==> src/hdl/pffl_ram.sv <==
// ----------------------------------------------------------------------------
// pffl_ram: generic single write, single read RAM
// One write port and one read port, read data registered.
// ----------------------------------------------------------------------------
`default_nettype none

module pffl_ram #(
  parameter int WIDTH = 8,
  parameter int DEPTH = 16
) (
  input  wire logic                     clk_i,
  input  wire logic                     we_i,
  input  wire logic [$clog2(DEPTH)-1:0] waddr_i,
  input  wire logic [WIDTH-1:0]         wdata_i,
  input  wire logic [$clog2(DEPTH)-1:0] raddr_i,
  output logic      [WIDTH-1:0]         rdata_o
);

  logic [WIDTH-1:0] mem_q [DEPTH];

  // Write port
  always_ff @(posedge clk_i) begin
    if (we_i) begin
      mem_q[waddr_i] <= wdata_i;
    end
  end

  // Registered read port
  always_ff @(posedge clk_i) begin
    rdata_o <= mem_q[raddr_i];
  end

endmodule

`default_nettype wire

==> config.mk <==
export PLATFORM = sky130hd
export DESIGN_NAME = pffl_ram
export DESIGN_NICKNAME = d
export VERILOG_FILES = /design/src/hdl/pffl_ram.sv
export SDC_FILE = /design/constraint.sdc
export NUM_CORES = 1
export LEC_CHECK = 0
export BUFFER_PORTS_ARGS = -buffer_cell sky130_fd_sc_hd__buf_2
export CAP_MARGIN = 10
export CORE_UTILIZATION = 54
export CTS_CLUSTER_DIAMETER = 150
export DETAILED_ROUTE_END_ITERATION = 8
export PLACE_DENSITY = 0.74
export SYNTH_ARGS = -nofsm -noshare
export SYNTH_HDL_FRONTEND = slang
export SYNTH_SLANG_ARGS = --single-unit
export TNS_END_PERCENT = 30
==> constraint.sdc <==
create_clock -name clk_i -period 1.9 [get_ports clk_i]
set_clock_uncertainty 0.15 [all_clocks]
set_input_delay 0.38 -clock clk_i [delete_from_list [all_inputs] [get_ports clk_i]]
set_output_delay 0.38 -clock clk_i [all_outputs]
set_load 0.02 [all_outputs]
### Word level (Yosys, flattened, before mapping)

Memory sizes are Yosys's and may differ from the RTL's. A register that Yosys moved wholly into a read port is not among the register bits.
Cells that the tools add are included.

* output and inout port bits: 8
* word-level logic and storage cells: 3
* memories: 1
* input port bits: 18
* RAM bits: 128
* flip-flop bits (word level): 0

Memory list
* mem_q: words 16, bits a word 8, rd ports 1, clocked after memory_dff 1, wr ports 1, line 19 `logic [WIDTH-1:0] mem_q [DEPTH];`

* mux-type cells: 2

Operator list (number)
* 1-bit two-way mux: 2

### Longest topological paths before layout

Gate-level depths: netlist of the first run.

* depth in word-level cells: 2
* mapped depth: 5
* gate-level depth less buffers: 3

### Worst setup path before layout of the first run

No wires, ideal clock.

* path kind: input port to flip-flop
* start point: input waddr_i[2]
* end point: memory mem_q[0][0], enable pin
* data required time: 1367 ps
* path slack: -123 ps
* setup time: 383 ps
* stages: 2
* arrival: 1490 ps
* cell sequence: or3b_2 nor3_1

RTL lines
* start: declaration: line 13 `input wire logic [$clog2(DEPTH)-1:0] waddr_i,`
* end: declaration: line 19

Straight into the memory's write port.

### Worst setup path after layout of the first run

* start point: register rdata_o[6], read port of mem_q
* end point: output rdata_o[6]

RTL lines
* start: declaration: line 16 `output logic [WIDTH-1:0] rdata_o`

No word-level cell between the ends.

==> results.json, run 1 <==
{
  "cts_tree": "yes",
  "rsz0062_at_grt": "false",
  "critPathCaptureType": "primary output",
  "htree_levels": 4,
  "crit_chain": "buf_2",
  "antennaDiodeCount": 0,
  "synthFlopType": "edfxtp_1",
  "final_hold_viol_count": 0,
  "yosysMostFrequentCell": "edfxtp_1",
  "fp.dieW_um": 99.6,
  "fin_total_pwr_mw": 6.93,
  "post_drt_wl_per_cell_um": 21.3,
  "dp_slack_ns": -0.0343,
  "syn-mean-instance-area_sq_um": 22.5,
  "firstDrtPassIters": 4,
  "setup_ws_ns": 0.271,
  "async_flop_share": 0,
  "post-route-min-period_ns": 1.63,
  "path_buf_inv": 1,
  "synth_top_area_cell": "edfxtp_1",
  "grt_max_degree": 33,
  "viasPerCell": 5.65,
  "cts_max_path_buffers": 2,
  "rr_endpoint": "rdata_o[4]$_DFF_P_",
  "core_sq_um": 9240,
  "antenna_found_initial": 0,
  "path_delay_family": "flip-flops",
  "ys_seq_area_frac": 0.778,
  "ys_ff_latch": 136,
  "dpl.cell_count": 394,
  "ir_drop_mv": 0.773,
  "grt_pass1_wl_um": 14200,
  "drc": 0,
  "syn_nets": 247,
  "grt_pass1_vias": 2492,
  "cts_root_buf": "clkbuf_8",
  "synth_commonest_cells": "edfxtp_1, mux4_2, a22oi_1",
  "clk_latency_ns": 0.51,
  "cts.clk_slew.worst_paths_ns": 0.06,
  "dp_hpwl_um": 5700,
  "nets": 302,
  "grt_usage": 0.208,
  "slew_headroom": 0.517,
  "reg2reg_from": "mem_q[2][4]$_DFFE_PP_",
  "drive_gt1_frac": 0.323,
  "rows": 35,
  "post_cts_resized": 0,
  "critPathArrivalTime_ns": 1.10,
  "slowest_stage": "dfxtp_1",
  "numCtsBuffers": 17,
  "io_buffers": 25,
  "ant_nets": 0,
  "synth.distinct_cells": 19,
  "path_max_fanout": 1,
  "hold_slack_ns": 0.102,
  "setup_violations": 0,
  "max_stage_delay_ns": 0.40,
  "instances_no_fill": 426,
  "design_area_sq_um": 6140,
  "placed_cell_area_sq_um": 5550,
  "vias": 2406,
  "cts.sink_count": 136,
  "worst_slew_pin_slew_ns": 0.723,
  "routed_wl_um": 9080,
  "period_share": 0.857,
  "p_per_area_nw_per_um2": 1130,
  "die_h_um": 99.6,
  "hp-class": "in2reg",
  "rrSetupSlack_ns": 0.40,
  "holdPathEnd": "mem_q[12][3]$_DFFE_PP_",
  "io_pins": 26,
  "gr-total-overflow": 0,
  "start_util": 0.557,
  "synth_cells": 229,
  "outcome": "complete, no violations",
  "die-area_sq_um": 9930,
  "report.final.slew_viol_count": 0,
  "cts_hold_buf": 0,
  "startpoint_type": "flip-flop",
  "path_class": "reg2out",
  "synth_top_area_frac": 0.747,
  "ys_warn_count": 0,
  "p_leak_nw": 2.10,
  "holdCritStartpoint": "wdata_i[3]",
  "synthTopCellsByArea": "edfxtp_1, mux4_2, mux4_1",
  "place_congestion": 0.749,
  "area_delta_synth_final_pct": 19.3,
  "critical_path_required_ns": 1.37,
  "cap_viol_max_count": 0,
  "synth_edf_count": 128,
  "hold_path_depth": 1,
  "synth_area_sq_um": 5150,
  "post-cts-setup-buffers": 0,
  "reg2regPathDepth": 3,
  "drt-initial-drc-count": 177,
  "timing.fmax_ghz": 0.614
}
stage by stage:
| stage | util | setup TNS [ns] |
|---|---|---|
| CTS | 0.665 | 0 |
| global placement | 0.600 | -0.00489 |
| floorplan | - | 0 |
| detailed placement | 0.600 | -0.0389 |
| finish | 0.665 | 0 |
| global route | 0.665 | 0 |
worst max-delay path by stage:
stage                             from                    end  slack [ns]  cells past startpoint
floorplan                   waddr_i[2]  mem_q[3][0]$_DFFE_PP_        0.10                      2
detailed placement          raddr_i[0]     rdata_o[4]$_DFF_P_       -0.03                      5
global placement            raddr_i[0]     rdata_o[3]$_DFF_P_      -0.005                      5
CTS                 rdata_o[6]$_DFF_P_             rdata_o[6]        0.26                      1
global route        rdata_o[6]$_DFF_P_             rdata_o[6]        0.25                      1
finish              rdata_o[6]$_DFF_P_             rdata_o[6]        0.27                      1
area by class of cell:
type	instances	area (sq um)
Clock inverter	12	150
Timing Repair Buffer	46	320
Clock buffer	20	445
Fill cell	616	3100
Sequential cell	136	4000
Multi-Input combinational cell	83	1060
Tap cell	129	161
layout by cell type, fill, tap and decap left out, types with 3 or more instances in the layout:
cell type,n
clkbuf_8,3
nor2_1,13
buf_2,25
clkinvlp_4,5
buf_12,3
mux4_2,18
buf_4,18
dfxtp_1,8
bufinv_16,3
nor3_1,3
a22oi_1,16
nand2_1,9
mux4_1,14
clkbuf_16,16
edfxtp_1,128
state kept, by name, summed over array words and instances (netlist names):
name	count
mem_q	128
rdata_o	8
routing by layer:
metal  up-vias  share of wire  routed length (um)  global-route usage
met5         -              0                   0                   0
met3         8          0.054                 493              0.0597
met1      1223           0.42                3810               0.273
met4         0          0.014                 127              0.0747
met2        92           0.51                4660               0.337
li1       1083              -                   -                   -
report_power, final:
group,internal [mW],total (mW),switching (mW)
registers,3.35,3.38,0.0214
logic,0.141,0.331,0.190
clock network,2.06,3.22,1.16
total,5.55,6.93,1.37
kinds of logic after synthesis:
family,count (synthesis),share of synthesized area
multiplexers,32,0.150
buffers and inverters,10,0.0168
AO/OA/AOI/OAI,16,0.0233
flip-flops,136,0.778
AND/OR/NAND/NOR,35,0.0318
(Power assumes the default switching activity.)
==> run 2: changes to the inputs <==
CORE_ASPECT_RATIO = 1.1   (was not set)
==> run 2 against run 1 <==
  * Global-route usage decreased by 0.16 points
  * Flip-flop and latch count unchanged
  * Register-to-register slack about the same
  * Sequential share of layout area increased by 1.0 points
  * Sequential power about the same
  * Total power decreased by 6.7%
  * Non-clock buffer count increased by 2
  * Final cell count decreased by 2.8%
  * Setup slack improved by 0.088 ns
  * First-iteration DRC count increased by 53%
  * Largest cell class unchanged
  * Largest power group unchanged
==> results.json, run 2 (same netlist as run 1, synthesis figures left out) <==
{
  "outcome": "complete, no violations",
  "final_common_cell": "edfxtp_1",
  "rsz0062_at_grt": "false",
  "hp-class": "in2reg",
  "viasPerCell": 5.91,
  "routed_wl_um": 9010,
  "report.final.slew_viol_count": 0,
  "start_util": 0.553,
  "nets": 304,
  "dpl.cell_count": 384,
  "use_met2": 0.314,
  "p_leak_nw": 2.07,
  "area_delta_synth_final_pct": 17.5,
  "numCtsBuffers": 17,
  "antenna_found_initial": 0,
  "final_hold_viol_count": 0,
  "crit_chain": "buf_2",
  "busiest_layer": "met2",
  "grt_max_degree": 33,
  "drc": 0,
  "final_cell_mix": "edfxtp_1, buf_2, buf_4",
  "max_stage_delay_ns": 0.33,
  "startpoint_type": "flip-flop",
  "path_buf_inv": 1,
  "drive_gt1_frac": 0.310,
  "antennaDiodeCount": 0,
  "rrSetupSlack_ns": 0.40,
  "place_congestion": 0.849,
  "vias": 2447,
  "cts_tree": "yes",
  "path_class": "reg2out",
  "gr-total-overflow": 0,
  "cts.sink_count": 136,
  "drt-initial-drc-count": 270,
  "post_cts_resized": 0,
  "htree_levels": 4,
  "critPathArrivalTime_ns": 1.01,
  "p_per_area_nw_per_um2": 1070,
  "path_max_fanout": 1,
  "path_delay_family": "flip-flops",
  "placed_cell_area_sq_um": 5550,
  "fin_total_pwr_mw": 6.46,
  "ir_drop_mv": 0.736,
  "cts_root_buf": "clkbuf_8",
  "ant_nets": 0,
  "grt_pass1_vias": 2503,
  "clk_latency_ns": 0.51,
  "regMostFlops": "mem_q",
  "dp_slack_ns": -0.0716,
  "timing.fmax_ghz": 0.649,
  "largest_reg_flops": 128,
  "top_regs": "mem_q: 128 flops, rdata_o: 8 flops",
  "period_share": 0.811,
  "post-cts-setup-buffers": 0,
  "die-area_sq_um": 9930,
  "rows": 37,
  "grt_pass1_wl_um": 13900,
  "post-route-min-period_ns": 1.54,
  "utilization": 0.650,
  "cts.clk_slew.worst_paths_ns": 0.06,
  "firstDrtPassIters": 4,
  "dp_hpwl_um": 5880,
  "io_pins": 26,
  "instances_no_fill": 414,
  "grt_util_met1": 0.279,
  "slowest_stage": "dfxtp_1",
  "cap_viol_max_count": 0,
  "slew_headroom": 0.521,
  "post_drt_wl_per_cell_um": 21.8,
  "cts_max_path_buffers": 2,
  "design_area_sq_um": 6050,
  "io_buffers": 25,
  "critical_path_required_ns": 1.37,
  "setup_violations": 0,
  "worst_slew_pin_slew_ns": 0.716,
  "die_h_um": 104,
  "core_sq_um": 9310,
  "grt_util_met3": 0.0629,
  "cts_hold_buf": 0,
  "critPathCaptureType": "primary output",
  "fp.dieW_um": 95.1,
  "grt_usage": 0.206,
  "setup_ws_ns": 0.359
}
==> run 2: changes by cell type in the layout (fill, tap and decap cells not counted) <==
| cell | change |
|---|---|
| clkinvlp_4 | -4 |
| clkbuf_8 | +1 |
| clkinv_1 | -1 |
| clkinv_4 | -1 |
| clkinv_2 | +1 |
| clkbuf_1 | +5 |
| buf_4 | +2 |
| bufinv_16 | -3 |
==> run 2: area by class of cell <==
type	instances	area, sq um
clock buffer	26	478
multi-input combinational	83	1060
fill	602	3260
timing repair buffer	48	335
clock inverter	4	22.5
sequential	136	4000
tap	117	146
==> run 2: layer usage <==
metal / part of all wire / vias to the layer above / routed length (um)
li1: - / 1088 / -
met1: 0.41 / 1253 / 3650
met2: 0.52 / 95 / 4640
met3: 0.066 / 11 / 595
met4: 0.013 / 0 / 115
met5: 0 / - / 0
==> run 2: metrics by stage <==
| step | hold WS (ns) | setup TNS [ns] |
|---|---|---|
| 2_1_floorplan | 0.329 | 0 |
| 3_5_place_dp | 0.506 | -0.0978 |
| 3_3_place_gp | 0.505 | -0.0536 |
| 6_report | 0.0982 | 0 |
| 5_1_grt | 0.0862 | 0 |
| 4_1_cts | 0.0752 | 0 |
==> run 2: final timing paths <==
path,start,endpoint,cells past startpoint
worst max register to register,mem_q[4][3]$_DFFE_PP_,rdata_o[3]$_DFF_P_,3
worst max-delay path,rdata_o[6]$_DFF_P_,rdata_o[6],1
worst min register to register,mem_q[14][1]$_DFFE_PP_,rdata_o[1]$_DFF_P_,3
worst min-delay path,wdata_i[5],mem_q[7][5]$_DFFE_PP_,1
==> run 2: report_power, final <==
| part | leakage [nW] | internal (mW) | switching (mW) |
|---|---|---|---|
| logic | 0.605 | 0.143 | 0.192 |
| registers | 1.22 | 3.36 | 0.0167 |
| clock network | 0.245 | 1.68 | 1.07 |
==> run 3: changes to the inputs <==
ABC_AREA = 1   (was not set)
CORE_UTILIZATION = 61   (was 54)
PLACE_DENSITY = 0.79   (was 0.74)
clock period = 1.55 ns   (was 1.9 ns; I/O delays follow)
==> run 3 against run 2 <==
  * Core utilization rose by 9.0 points
  * Setup slack worse by 0.29 ns
  * Combinational power rose by 68%
  * Flip-flop and latch count unchanged
  * Non-clock buffer count rose by 5
  * Sequential share of layout area down 6.2 points
  * Register-to-register slack worse by 0.08 ns
  * Hold slack got worse by 0.056 ns
  * Total power rose by 27%
  * Synthesized area is 12% higher
  * Critical path type unchanged
  * Largest power group unchanged
  * Highest routed layer unchanged
==> results.json, run 3 <==
{
  "outcome": "complete, no violations",
  "antenna_found_initial": 0,
  "cts.sink_count": 136,
  "p_leak_nw": 2.95,
  "grt_usage": 0.299,
  "post_cts_resized": 0,
  "post_drt_wl_per_cell_um": 18.1,
  "cts_root_buf": "clkbuf_8",
  "gr-total-overflow": 0,
  "drt-initial-drc-count": 511,
  "routed_wl_um": 13200,
  "htree_levels": 4,
  "hp-class": "in2reg",
  "timing.fmax_ghz": 0.673,
  "placed_cell_area_sq_um": 6150,
  "synth_top_area_cell": "edfxtp_1",
  "ir_drop_mv": 0.931,
  "die-area_sq_um": 9850,
  "final_hold_viol_count": 0,
  "num-fill-cells": 594,
  "regMostFlops": "mem_q",
  "setup_ws_ns": 0.0650,
  "synth_commonest_cells": "nand2_1, edfxtp_1, inv_1",
  "path_buf_inv": 1,
  "ys_ff_latch": 136,
  "register_area_sq_um": 4000,
  "synth_area_sq_um": 5770,
  "rsz0062_at_grt": "false",
  "drc": 0,
  "cts_max_path_buffers": 2,
  "core_sq_um": 9010,
  "vias": 4028,
  "cap_viol_max_count": 0,
  "grt_max_degree": 65,
  "synth.distinct_cells": 12,
  "final_common_cell": "nand2_1",
  "syn-mean-instance-area_sq_um": 10.5,
  "syn_nets": 569,
  "path_delay_family": "flip-flops",
  "power_frac_comb": 0.069,
  "ant_nets": 0,
  "start_util": 0.640,
  "slowest_stage": "dfxtp_1",
  "numCtsBuffers": 17,
  "critical_path_required_ns": 1.09,
  "cts_tree": "yes",
  "design_area_sq_um": 6670,
  "ys_seq_area_frac": 0.694,
  "async_flop_share": 0,
  "synth_edf_count": 128,
  "critPathCaptureType": "primary output",
  "cts_hold_buf": 0,
  "ys_warn_count": 0,
  "post-cts-setup-buffers": 0,
  "dp_slack_ns": -0.00740,
  "slew_headroom": 0.735,
  "nets": 617,
  "yosysMostFrequentCell": "nand2_1",
  "fp.dieW_um": 94.7,
  "top_regs": "mem_q: 128 flops, rdata_o: 8 flops",
  "cts.clk_slew.worst_paths_ns": 0.06,
  "drive_gt1_frac": 0.131,
  "multi_input_area_sq_um": 1210,
  "dp_hpwl_um": 7890,
  "switching_share": 0.219,
  "path_class": "reg2out",
  "startpoint_type": "flip-flop",
  "setup_violations": 0,
  "clkPwrFrac": 0.428,
  "critPathArrivalTime_ns": 1.03,
  "period_share": 0.958,
  "post-route-min-period_ns": 1.49,
  "clk_latency_ns": 0.53,
  "p_per_area_nw_per_um2": 1230,
  "crit_chain": "buf_2",
  "die_h_um": 104,
  "report.final.slew_viol_count": 0,
  "place_congestion": 0.920,
  "synth_cells": 551,
  "synthTopCellsByArea": "edfxtp_1, nand2_1, nand3_1",
  "grt_pass1_vias": 4122,
  "rows": 36,
  "firstDrtPassIters": 5,
  "worst_slew_pin_slew_ns": 0.398,
  "cellInternalPower_mw": 6.41,
  "synthFlopType": "edfxtp_1",
  "largest_reg_flops": 128,
  "io_buffers": 25,
  "antennaDiodeCount": 0,
  "p_switching_mw": 1.80,
  "max_stage_delay_ns": 0.33,
  "grt_pass1_wl_um": 21000,
  "synth_top_area_frac": 0.667,
  "power_frac_seq": 0.504,
  "path_max_fanout": 1,
  "final_cell_mix": "nand2_1, edfxtp_1, inv_1",
  "viasPerCell": 5.55,
  "area_delta_synth_final_pct": 15.6,
  "io_pins": 26
}
==> run 3: power groups by stage <==
stage / sequential (mW) / clock (mW) / combinational [mW]
final: 4.14 / 3.51 / 0.563
after global routing: 4.14 / 3.70 / 0.616
after CTS: 4.14 / 3.52 / 0.557
after detailed placement: 4.21 / 0 / 0.547
after global placement: 4.21 / 0 / 0.526
after floorplan: 4.24 / 0 / 0.290
==> run 3: kinds of logic after synthesis <==
kind of cell,count (synthesis),share of synthesized area
and+or+nand+nor,289,0.210
DFF,136,0.694
buffers and inverters,126,0.0952
==> run 3: area by class of cell <==
cell class,instances,area share
Clock buffer,28,0.0743
Clock inverter,4,0.00300
Inverter,102,0.0574
Multi-Input combinational cell,289,0.182
Sequential cell,136,0.600
Tap cell,114,0.0214
Timing Repair Buffer,53,0.0615
==> run 3: worst paths after layout <==
kind	endpoint	slack, ns	depth (start not counted)	from
worst max-delay path	rdata_o[0]	0.06	1	rdata_o[0]$_DFF_P_
worst min-delay path	mem_q[10][7]$_DFFE_PP_	0.04	1	wdata_i[7]
worst max register to register	rdata_o[4]$_DFF_P_	0.32	6	mem_q[5][4]$_DFFE_PP_
worst min register to register	rdata_o[6]$_DFF_P_	0.52	6	mem_q[10][6]$_DFFE_PP_
==> run 3: routing by layer <==
metal  global-route usage  vias to the layer above  wire length [um]
met5                    0                        -                 0
met4                0.156                        0               658
met3               0.0965                       60              1240
met2                0.465                      237              6460
met1                0.372                     1861              4820
li1                     -                     1870                 -
==> run 3: through the flow <==
stage	util	hold slack [ns]	setup TNS [ns]	power, mW	cells
floorplan	-	0.259	0	4.53	551
global placement	0.683	0.487	0	4.73	694
detailed placement	0.683	0.506	-0.00740	4.76	694
CTS	0.740	0.0206	0	8.22	726
global route	0.740	0.0312	0	8.46	726
finish	0.740	0.0424	0	8.21	726
